<file path="src/rtl/core/slcfc_pkg.sv">
// Shared types, constants and the CRC-16 byte update for the frame checker.
`default_nettype none

package slcfc_pkg;

    localparam logic [7:0]  SYNC_BYTE         = 8'h55;
    localparam logic [7:0]  END_BYTE          = 8'haa;
    localparam logic [15:0] CRC_INIT          = 16'hffff;
    localparam logic [7:0]  WANTED_TYPE_RESET = 8'h02;
    localparam int          TDATA_OUT_W       = 40;

    // Frame parser phases, one-hot
    typedef enum logic [8:0] {
        ST_HUNT    = 9'b000000001,
        ST_TYPE    = 9'b000000010,
        ST_SEQ     = 9'b000000100,
        ST_LEN_LO  = 9'b000001000,
        ST_LEN_HI  = 9'b000010000,
        ST_PAYLOAD = 9'b000100000,
        ST_CRC_LO  = 9'b001000000,
        ST_CRC_HI  = 9'b010000000,
        ST_END     = 9'b100000000
    } phase_t;

    // Per-frame report
    typedef struct packed {
        logic [7:0]  frame_type;
        logic [7:0]  sequence_byte;
        logic [15:0] frame_len;
        logic        end_ok;
        logic        crc_ok;
        logic        accepted;
    } result_t;

    // CRC-16/CCITT-FALSE, one byte, poly 0x1021, MSB first
    function automatic logic [15:0] crc16_feed(input logic [15:0] acc, input logic [7:0] b);
        logic [7:0] x;
        x = acc[15:8] ^ b;
        x = x ^ {4'h0, x[7:4]};
        return {acc[7:0], 8'h00} ^ {x[3:0], 12'h000} ^ {3'b000, x, 5'b00000} ^ {8'h00, x};
    endfunction

endpackage

`default_nettype wire

</file>
<file path="src/rtl/core/slcfc_parser.sv">
// Byte-wise frame parser: sync hunt, header capture, CRC update, end check.
`default_nettype none

module slcfc_parser (
    input  wire logic              aclk,
    input  wire logic              aresetn,
    input  wire logic              byte_valid,
    input  wire logic [7:0]        byte_data,
    input  wire logic [7:0]        wanted_type,
    output logic                   done,
    output slcfc_pkg::result_t     result
);

    slcfc_pkg::phase_t state_reg, state_next;
    logic [15:0] count_reg, count_next;
    logic [15:0] crc_reg, crc_next;
    logic [15:0] length_reg, length_next;
    logic [7:0]  type_reg, type_next;
    logic [7:0]  seq_reg, seq_next;
    logic [15:0] rx_crc_reg, rx_crc_next;
    logic [15:0] crc_fed;
    logic [16:0] count_inc;
    logic [15:0] length_full;
    logic        end_ok;
    logic        crc_ok;

    assign crc_fed     = slcfc_pkg::crc16_feed(crc_reg, byte_data);
    assign count_inc   = {1'b0, count_reg} + 17'd1;
    assign length_full = {byte_data, length_reg[7:0]};
    assign end_ok      = (byte_data == slcfc_pkg::END_BYTE);
    assign crc_ok      = (rx_crc_reg == crc_reg);

    // Next-state logic, applied on each byte transfer
    always_comb begin
        state_next  = state_reg;
        count_next  = count_reg;
        crc_next    = crc_reg;
        length_next = length_reg;
        type_next   = type_reg;
        seq_next    = seq_reg;
        rx_crc_next = rx_crc_reg;
        done        = 1'b0;
        if (byte_valid) begin
            case (state_reg)
                slcfc_pkg::ST_HUNT: begin
                    if (byte_data == slcfc_pkg::SYNC_BYTE) begin
                        crc_next   = slcfc_pkg::CRC_INIT;
                        count_next = 16'd0;
                        state_next = slcfc_pkg::ST_TYPE;
                    end
                end
                slcfc_pkg::ST_TYPE: begin
                    type_next  = byte_data;
                    crc_next   = crc_fed;
                    state_next = slcfc_pkg::ST_SEQ;
                end
                slcfc_pkg::ST_SEQ: begin
                    seq_next   = byte_data;
                    crc_next   = crc_fed;
                    state_next = slcfc_pkg::ST_LEN_LO;
                end
                slcfc_pkg::ST_LEN_LO: begin
                    length_next = {8'h00, byte_data};
                    crc_next    = crc_fed;
                    state_next  = slcfc_pkg::ST_LEN_HI;
                end
                slcfc_pkg::ST_LEN_HI: begin
                    length_next = length_full;
                    crc_next    = crc_fed;
                    count_next  = 16'd0;
                    state_next  = (length_full == 16'd0) ? slcfc_pkg::ST_CRC_LO
                                                         : slcfc_pkg::ST_PAYLOAD;
                end
                slcfc_pkg::ST_PAYLOAD: begin
                    crc_next = crc_fed;
                    if (count_inc >= {1'b0, length_reg}) begin
                        count_next = 16'd0;
                        state_next = slcfc_pkg::ST_CRC_LO;
                    end else begin
                        count_next = count_inc[15:0];
                    end
                end
                slcfc_pkg::ST_CRC_LO: begin
                    rx_crc_next = {8'h00, byte_data};
                    state_next  = slcfc_pkg::ST_CRC_HI;
                end
                slcfc_pkg::ST_CRC_HI: begin
                    rx_crc_next = {byte_data, rx_crc_reg[7:0]};
                    state_next  = slcfc_pkg::ST_END;
                end
                slcfc_pkg::ST_END: begin
                    done       = 1'b1;
                    count_next = 16'd0;
                    state_next = slcfc_pkg::ST_HUNT;
                end
                default: begin
                    state_next = slcfc_pkg::ST_HUNT;
                end
            endcase
        end
    end

    // Report for the end byte
    always_comb begin
        result.frame_type    = type_reg;
        result.sequence_byte = seq_reg;
        result.frame_len     = length_reg;
        result.end_ok        = end_ok;
        result.crc_ok        = crc_ok;
        result.accepted      = end_ok && crc_ok && (type_reg == wanted_type);
    end

    // Control state
    always_ff @(posedge aclk) begin
        if (!aresetn) begin
            state_reg <= slcfc_pkg::ST_HUNT;
            count_reg <= 16'd0;
        end else begin
            state_reg <= state_next;
            count_reg <= count_next;
        end
    end

    // Frame fields and CRC accumulator
    always_ff @(posedge aclk) begin
        crc_reg    <= crc_next;
        length_reg <= length_next;
        type_reg   <= type_next;
        seq_reg    <= seq_next;
        rx_crc_reg <= rx_crc_next;
    end

    // A finished frame always returns to sync hunt
    a_done_to_hunt: assert property (@(posedge aclk) disable iff (!aresetn)
        done |=> (state_reg == slcfc_pkg::ST_HUNT))
        else $error("parser did not return to hunt after end byte");

    // Payload phase is only entered with a nonzero length
    a_payload_len: assert property (@(posedge aclk) disable iff (!aresetn)
        (state_reg == slcfc_pkg::ST_PAYLOAD) |-> (length_reg != 16'd0))
        else $error("payload phase with zero length");

    // Payload counter stays below the header length
    a_payload_cnt: assert property (@(posedge aclk) disable iff (!aresetn)
        (state_reg == slcfc_pkg::ST_PAYLOAD) |-> (count_reg < length_reg))
        else $error("payload counter overran length");

endmodule

`default_nettype wire

</file>
<file path="src/rtl/core/sync_length_crc_frame_checker_unit.sv">
// Output: the report is registered and appears on m_axis in the cycle after the end byte transfer.
// Throughput: one byte per cycle; input stalls only while a report waits on m_axis_tready.
// The output register decouples the sides, so a byte is taken while a report is held and taken.
// Reset: synchronous, active-low aresetn; parser hunts for sync, output empty, wanted_type = 2.
// Top level: frame checker with config register and registered result stream.
`default_nettype none

module sync_length_crc_frame_checker_unit (
    input  wire logic        aclk,
    input  wire logic        aresetn,
    input  wire logic        cfg_wr_en,
    input  wire logic [7:0]  cfg_wr_data,   // wanted_type
    input  wire logic        s_axis_tvalid,
    output logic             s_axis_tready,
    input  wire logic [7:0]  s_axis_tdata,  // [7:0] rx_byte
    output logic             m_axis_tvalid,
    input  wire logic        m_axis_tready,
    // [7:0] frame_type, [15:8] sequence_byte, [31:16] frame_len,
    // [32] end_ok, [33] crc_ok, [34] accepted, [39:35] zero
    output logic [slcfc_pkg::TDATA_OUT_W-1:0] m_axis_tdata
);

    logic [7:0]          wanted_reg;
    logic                in_xfer;
    logic                done;
    slcfc_pkg::result_t  result;
    logic                out_valid_reg;
    slcfc_pkg::result_t  out_data_reg;

    // Input side: take a byte unless a report sits unclaimed
    assign s_axis_tready = !out_valid_reg || m_axis_tready;
    assign in_xfer       = s_axis_tvalid && s_axis_tready;

    // Config register
    always_ff @(posedge aclk) begin
        if (!aresetn) begin
            wanted_reg <= slcfc_pkg::WANTED_TYPE_RESET;
        end else if (cfg_wr_en) begin
            wanted_reg <= cfg_wr_data;
        end
    end

    slcfc_parser u_parser (
        .aclk        (aclk),
        .aresetn     (aresetn),
        .byte_valid  (in_xfer),
        .byte_data   (s_axis_tdata),
        .wanted_type (wanted_reg),
        .done        (done),
        .result      (result)
    );

    // Output register valid
    always_ff @(posedge aclk) begin
        if (!aresetn) begin
            out_valid_reg <= 1'b0;
        end else if (done) begin
            out_valid_reg <= 1'b1;
        end else if (m_axis_tready) begin
            out_valid_reg <= 1'b0;
        end
    end

    // Output register payload
    always_ff @(posedge aclk) begin
        if (done) begin
            out_data_reg <= result;
        end
    end

    assign m_axis_tvalid = out_valid_reg;
    assign m_axis_tdata  = {5'b00000,
                            out_data_reg.accepted,
                            out_data_reg.crc_ok,
                            out_data_reg.end_ok,
                            out_data_reg.frame_len,
                            out_data_reg.sequence_byte,
                            out_data_reg.frame_type};

    // A report never overwrites one still waiting
    a_no_overwrite: assert property (@(posedge aclk) disable iff (!aresetn)
        (out_valid_reg && !m_axis_tready) |-> !done)
        else $error("report overwritten before transfer");

    // Acceptance requires both end and CRC checks
    a_accept_ok: assert property (@(posedge aclk) disable iff (!aresetn)
        (out_valid_reg && out_data_reg.accepted) |-> (out_data_reg.end_ok && out_data_reg.crc_ok))
        else $error("accepted without end and crc ok");

    // Held report stays put while stalled
    a_hold: assert property (@(posedge aclk) disable iff (!aresetn)
        $past(out_valid_reg && !m_axis_tready) |-> $stable(out_data_reg))
        else $error("stalled report changed");

endmodule

`default_nettype wire
</file>
<file path="config.mk">
export PLATFORM = sky130hd
export DESIGN_NAME = sync_length_crc_frame_checker_unit
export DESIGN_NICKNAME = d
export VERILOG_FILES = /design/src/rtl/core/slcfc_pkg.sv /design/src/rtl/core/slcfc_parser.sv /design/src/rtl/core/sync_length_crc_frame_checker_unit.sv
export SDC_FILE = /design/constraint.sdc
export NUM_CORES = 1
export LEC_CHECK = 0
export CAP_MARGIN = 10
export CORE_ASPECT_RATIO = 1.1
export CORE_UTILIZATION = 51
export CTS_CLUSTER_DIAMETER = 50
export CTS_CLUSTER_SIZE = 30
export DETAILED_ROUTE_END_ITERATION = 7
export DONT_BUFFER_PORTS = 1
export PLACE_DENSITY = 0.66
export SYNTH_ARGS = -nofsm -noshare
export SYNTH_HDL_FRONTEND = slang
export SYNTH_SLANG_ARGS = --single-unit
</file>
<file path="constraint.sdc">
create_clock -name aclk -period 5.18 [get_ports aclk]
set_input_delay 0.259 -clock aclk [delete_from_list [all_inputs] [get_ports aclk]]
set_output_delay 0.259 -clock aclk [all_outputs]
set_load 0.1 [all_outputs]
</file>
==> results of run 1 <==
layout make-up:
class,instances,area [sq um]
clock buffer,17,425
inverter,27,101
tap,154,193
timing repair buffer,22,210
multi-input combinational,353,2370
fill,913,4860
clock inverter,15,160
sequential,133,3650
stage by stage:
step / utilization (%) / area (sq um) / worst slack, ns / cells
floorplan: - / 6250 / 0.303 / 539
global placement: 53.0 / 6350 / 1.50 / 671
detailed placement: 53.0 / 6350 / 1.40 / 671
CTS: 59.4 / 7120 / 1.33 / 721
global route: 59.4 / 7120 / 1.06 / 721
finish: 59.4 / 7120 / 1.28 / 721
power by group through the flow:
stage | Clock, mW | Combinational, mW | Sequential (mW)
after floorplan | 0 | 0.108 | 1.18
after global placement | 0 | 0.118 | 1.18
after detailed placement | 0 | 0.120 | 1.18
after CTS | 1.20 | 0.137 | 1.16
after global routing | 1.24 | 0.150 | 1.16
final | 1.18 | 0.137 | 1.16
repair_timing:
item,in CTS,in global routing
hold buffers,18,0
hold endpoints to repair,29,0
setup endpoints to repair,0,0
routing by layer:
layer / GRT usage, % / up-vias / part of all wire, %
met5: 0 / - / 0
met4: 13.8 / 0 / 3.4
met3: 5.54 / 37 / 4.0
met2: 37.3 / 111 / 49
met1: 29.4 / 2002 / 43
li1: - / 1958 / -
cell families after synthesis:
kind of cell             after synthesis  share of synthesized area [%]
AND/OR/NAND/NOR                      203                           17.8
flip-flops                           133                           58.6
XOR/XNOR                              65                           9.13
AO/OA/AOI/OAI                         53                           5.60
buffers and inverters                 53                           3.85
adder cells (fa/ha/maj)               17                           3.41
multiplexers                          10                           1.60
other                                  1                         0.0601
synthesized netlist by cell type, drive strengths merged, types with 2 or more instances:
library cell	count	area (sq um)
o21a	3	22.5
clkbuf	14	52.6
and2	16	100
a21oi	16	80.1
buf	12	86.3
nor3	6	30.0
nor2	26	97.6
inv	26	97.6
ha	17	213
nand2	51	199
xor2	21	184
and4	3	27.5
a211o	3	26.3
xnor2	44	385
a211oi	5	50.1
o21ai	8	40.0
nand3b	2	15.0
or4	7	57.6
nand2b	4	25.0
o211ai	2	15.0
mux2i	10	100
a31oi	8	50.1
nand4	19	119
nor2b	16	100
nor4	12	90.1
nand3	24	120
edfxtp	99	2970
nand4b	3	26.3
or3	4	25.0
or2	4	27.5
dfxtp	34	681
path summary, 6_finish.rpt:
path         depth (start not counted)                   from                     to  slack, ns
max                                 12  u_parser.count_reg[0]  u_parser.state_reg[3]       1.28
min                                  2         cfg_wr_data[4]          wanted_reg[4]       0.01
min reg2reg                          0    u_parser.seq_reg[3]       m_axis_tdata[11]       0.42
max reg2reg                         12  u_parser.count_reg[0]  u_parser.state_reg[3]       1.28
==> results.sh, run 1 <==
export IMPL_core_area_sq_um=12000
export IMPL_antenna_found_initial=0
export IMPL_via_per_inst=5.70
export IMPL_ant_nets=0
export IMPL_leakage_nw=2.41
export IMPL_path_max_fanout=19
export IMPL_fin_crit_sh_pct=75.2
export IMPL_port_buffers=0
export IMPL_largest_reg_flops=35
export IMPL_tns_ns=0
export IMPL_final_cell_mix="99 x edfxtp_1, 50 x nand2_1, 44 x xnor2_1"
export IMPL_worstSetupPathType="flip-flop to flip-flop"
export IMPL_maxCapViolCount=0
export IMPL_cp_cell_sequence="ha_1, nand4_1, or3_1, nor2_1, xor2_1, ha_1, nand4_1, nor4_1, or4_4, a211oi_4, nor2_1, o31ai_1"
export IMPL_seq_area_frac_synth_pct=58.6
export IMPL_maxSlewViolCount=0
export IMPL_hold_class="input port to flip-flop"
export IMPL_cts_clk_slew_worst_paths_ns=0.06
export IMPL_worst_setup_path_start_kind="flip-flop"
export IMPL_p_seq_share_pct=46.8
export IMPL_p_switching_uw=597
export IMPL_syn_inst=535
export IMPL_grt_overflow=0
export IMPL_end_kind="flip-flop"
export IMPL_area_growth_pct=14.1
export IMPL_synth_async_sr_flop_share_pct=0
export IMPL_worst_path_buf_inv=0
export IMPL_timing_hold_ws_ns=0.0118
export IMPL_fin_worst_skew_ns=0.00916
export IMPL_crit_required_ns=5.49
export IMPL_drtIter0Drc=186
export IMPL_relSlewSlack_pct=26.8
export IMPL_nNetsFinal=592
export IMPL_start_util_pct=52.1
export IMPL_power_frac_comb_pct=5.5
export IMPL_yosysUniqueCellTypes=57
export IMPL_fin_total_pwr_mw=2.48
export IMPL_first_pass_iters=4
export IMPL_place_congestion=0.822
export IMPL_insertion_delay_ns=0.42
export IMPL_grt_pass1_wl_um=22000
export IMPL_min_period_ns=3.90
export IMPL_cts_made_buffers=17
export IMPL_grt_usage_pct=23.6
export IMPL_hold_violations=0
export IMPL_cts_resized=0
export IMPL_rows=42
export IMPL_syn_area_sq_um=6240
export IMPL_arrival_ns=4.21
export IMPL_remaining_drc_errors=0
export IMPL_wl_um=13600
export IMPL_vdd_ir_drop_max_uv=217
export IMPL_worst_pin_slew_ns=1.09
export IMPL_synth_main_ff_cell="edfxtp_1"
export IMPL_finalSetupViolCount=0
export IMPL_grt_max_degree=37
export IMPL_power_density_nw_per_um2=348
export IMPL_internal_power_mw=1.88
export IMPL_antenna_cells_inserted=0
export IMPL_drive_gt1_share_pct=9.17
export IMPL_critical_path_top_delay_family="simple AND/OR/NAND/NOR gates"
export IMPL_dpl_hpwl_um=9230
export IMPL_avgSynthCellArea_sq_um=11.7
export IMPL_outcome="completed"
export IMPL_synth_seq_cells=133
export IMPL_fp_dieH_um=118
export IMPL_boundaryPins=63
export IMPL_sw_frac_of_total_pct=24.1
export IMPL_die_width_um=107
export IMPL_slowest_stage="a211oi_4"
export IMPL_critPathMaxStageDelay_ns=0.66
export IMPL_clockRootBuffer="clkbuf_16"
export IMPL_synth_edf_count=99
export IMPL_cts_tree="built"
export IMPL_die_area_sq_um=12700
export IMPL_ys_warn_count=0
export IMPL_pwr_share_clk_pct=47.7
export IMPL_cts_sinks=133
export IMPL_postCtsSetupRepairBufs=0
export IMPL_wl_per_cell_um=18.9
export IMPL_grt_pass1_vias=4203
export IMPL_max_freq_mhz=257
export IMPL_htreeDepth=4
export IMPL_mostFrequentLayoutCell="edfxtp_1"
export IMPL_cts_buffer_depth=2
export IMPL_via_count=4108
export IMPL_rsz0062_at_grt="no"
Power figures use the tool's default switching activity.
==> inputs of run 2 (changes only) <==
- clock period: 5.18 -> 3.6 ns (I/O delays scaled with it)
==> results.sh, run 2 (synthesis results as in run 1) <==
export IMPL_rows=42
export IMPL_worst_setup_path_start_kind="flip-flop"
export IMPL_dpl_hpwl_um=9280
export IMPL_final_cell_count_no_fill=737
export IMPL_cts_buffer_depth=2
export IMPL_antenna_found_initial=0
export IMPL_grt_pass1_wl_um=22600
export IMPL_end_kind="flip-flop"
export IMPL_finalSetupViolCount=0
export IMPL_top_layer_used="met4"
export IMPL_worstSetupPathType="flip-flop to flip-flop"
export IMPL_critPathMaxStageDelay_ns=0.45
export IMPL_routed_wl_met2_um=7170
export IMPL_final_cell_mix="99 x edfxtp_1, 50 x nand2_1, 44 x xnor2_1"
export IMPL_mostFrequentLayoutCell="edfxtp_1"
export IMPL_ant_nets=0
export IMPL_pre_cts_ws_ns=-0.0340
export IMPL_vdd_ir_drop_max_uv=305
export IMPL_via_per_inst=5.77
export IMPL_hold_class="input port to flip-flop"
export IMPL_path_max_fanout=11
export IMPL_placed_cells=677
export IMPL_relSlewSlack_pct=28.3
export IMPL_largest_reg_flops=35
export IMPL_fin_crit_sh_pct=95.4
export IMPL_crit_start="u_parser.count_reg[2]"
export IMPL_via_count=4251
export IMPL_fin_ws_ns=0.166
export IMPL_port_buffers=0
export IMPL_maxSlewViolCount=0
export IMPL_cp_cell_sequence="nand4_1, or2_2, nor4_2, xor2_1, ha_1, nand4_1, nor4_1, or4_4, a211o_4, or4_1, a31oi_1"
export IMPL_rr_worst_depth=11
export IMPL_fin_total_pwr_mw=3.62
export IMPL_clockRootBuffer="clkbuf_16"
export IMPL_wl_met3_um=697
export IMPL_antenna_cells_inserted=0
export IMPL_detailed_place_area_sq_um=6400
export IMPL_cts_clk_slew_worst_paths_ns=0.06
export IMPL_grt_overflow=0
export IMPL_arrival_ns=3.74
export IMPL_cts_tree="built"
export IMPL_fillers=920
export IMPL_cts_made_buffers=17
export IMPL_worst_path_buf_inv=0
export IMPL_cp_depth=11
export IMPL_wl_per_cell_um=19.5
export IMPL_fp_dieH_um=118
export IMPL_tns_ns=0
export IMPL_fin_worst_skew_ns=0.00727
export IMPL_timing_hold_ws_ns=0.0273
export IMPL_slowest_stage="or4_4"
export IMPL_insertion_delay_ns=0.42
export IMPL_remaining_drc_errors=0
export IMPL_htreeDepth=4
export IMPL_critPathMostFrequentCell="nand4_1"
export IMPL_worst_pin_slew_ns=1.07
export IMPL_grt_usage_pct=24.4
export IMPL_final_util_pct=61.2
export IMPL_critical_path_endpoint="u_parser.count_reg[3]"
export IMPL_max_freq_mhz=291
export IMPL_leakage_nw=2.49
export IMPL_die_area_sq_um=12700
export IMPL_wl_um=14300
export IMPL_crit_required_ns=3.91
export IMPL_outcome="completed"
export IMPL_reg2reg_slack_ns=0.17
export IMPL_maxCapViolCount=0
export IMPL_boundaryPins=63
export IMPL_nNetsFinal=608
export IMPL_drt_met1_wl_um=6140
export IMPL_area_growth_pct=17.5
export IMPL_min_period_ns=3.43
export IMPL_first_pass_iters=5
export IMPL_power_density_nw_per_um2=493
export IMPL_grt_pass1_vias=4211
export IMPL_place_congestion=0.817
export IMPL_critical_path_top_delay_family="simple AND/OR/NAND/NOR gates"
export IMPL_r2r_end="u_parser.count_reg[3]"
export IMPL_die_width_um=107
export IMPL_grt_max_degree=36
export IMPL_fin_area_sq_um=7330
export IMPL_core_area_sq_um=12000
export IMPL_start_util_pct=52.1
export IMPL_cts_sinks=133
export IMPL_drtIter0Drc=296
export IMPL_regToRegStartpoint="u_parser.count_reg[2]"
export IMPL_drive_gt1_share_pct=11.8
export IMPL_hold_violations=0
==> run 2: changes by cell type in the layout (fill, tap and decap cells not counted), sizes merged <==
cell / delta
bufinv: +1
dlygate4sd3: +8
clkinv: -2
clkbuf: +1
buf: +8
==> run 2: area by class of cell <==
class	count	area [sq um]	area share, %
well taps	154	193	2.63
clock inverters	14	165	2.25
repair buffers	38	350	4.78
inverters	27	101	1.38
multi-input cells	353	2430	33.1
clock buffers	18	429	5.86
flip-flops and latches	133	3660	50.0
==> run 2: what timing repair did <==
action / in CTS / in global routing
setup endpoints to repair: 5 / 19
resized for setup: 2 / 14
hold buffers: 26 / 0
setup buffers: 0 / 2
hold endpoints to repair: 63 / 0
pin swaps: 0 / 1
==> run 2: worst min path at each step <==
stage / endpoint / cells after the start / startpoint / slack [ns]
6_report: m_axis_tdata[32] / 2 / s_axis_tdata[1] / 0.03
5_1_grt: m_axis_tdata[32] / 2 / s_axis_tdata[1] / 0.02
4_1_cts: m_axis_tdata[32] / 2 / s_axis_tdata[1] / 0.01
3_5_place_dp: wanted_reg[1] / 1 / aresetn / 0.25
3_3_place_gp: wanted_reg[1] / 1 / aresetn / 0.25
2_1_floorplan: u_parser.seq_reg[0] / 0 / s_axis_tdata[0] / 0.28
==> run 2: per-layer routing <==
layer	global-route usage, %	vias up
li1	-	1988
met1	30.1	2091
met2	40.2	150
met3	5.92	22
met4	11.2	0
met5	0	-
==> run 2: where the power goes <==
| part | internal, mW | total, mW | switching, mW |
|---|---|---|---|
| combinational | 0.0817 | 0.216 | 0.134 |
| clock | 1.04 | 1.73 | 0.692 |
| sequential | 1.65 | 1.67 | 0.0153 |
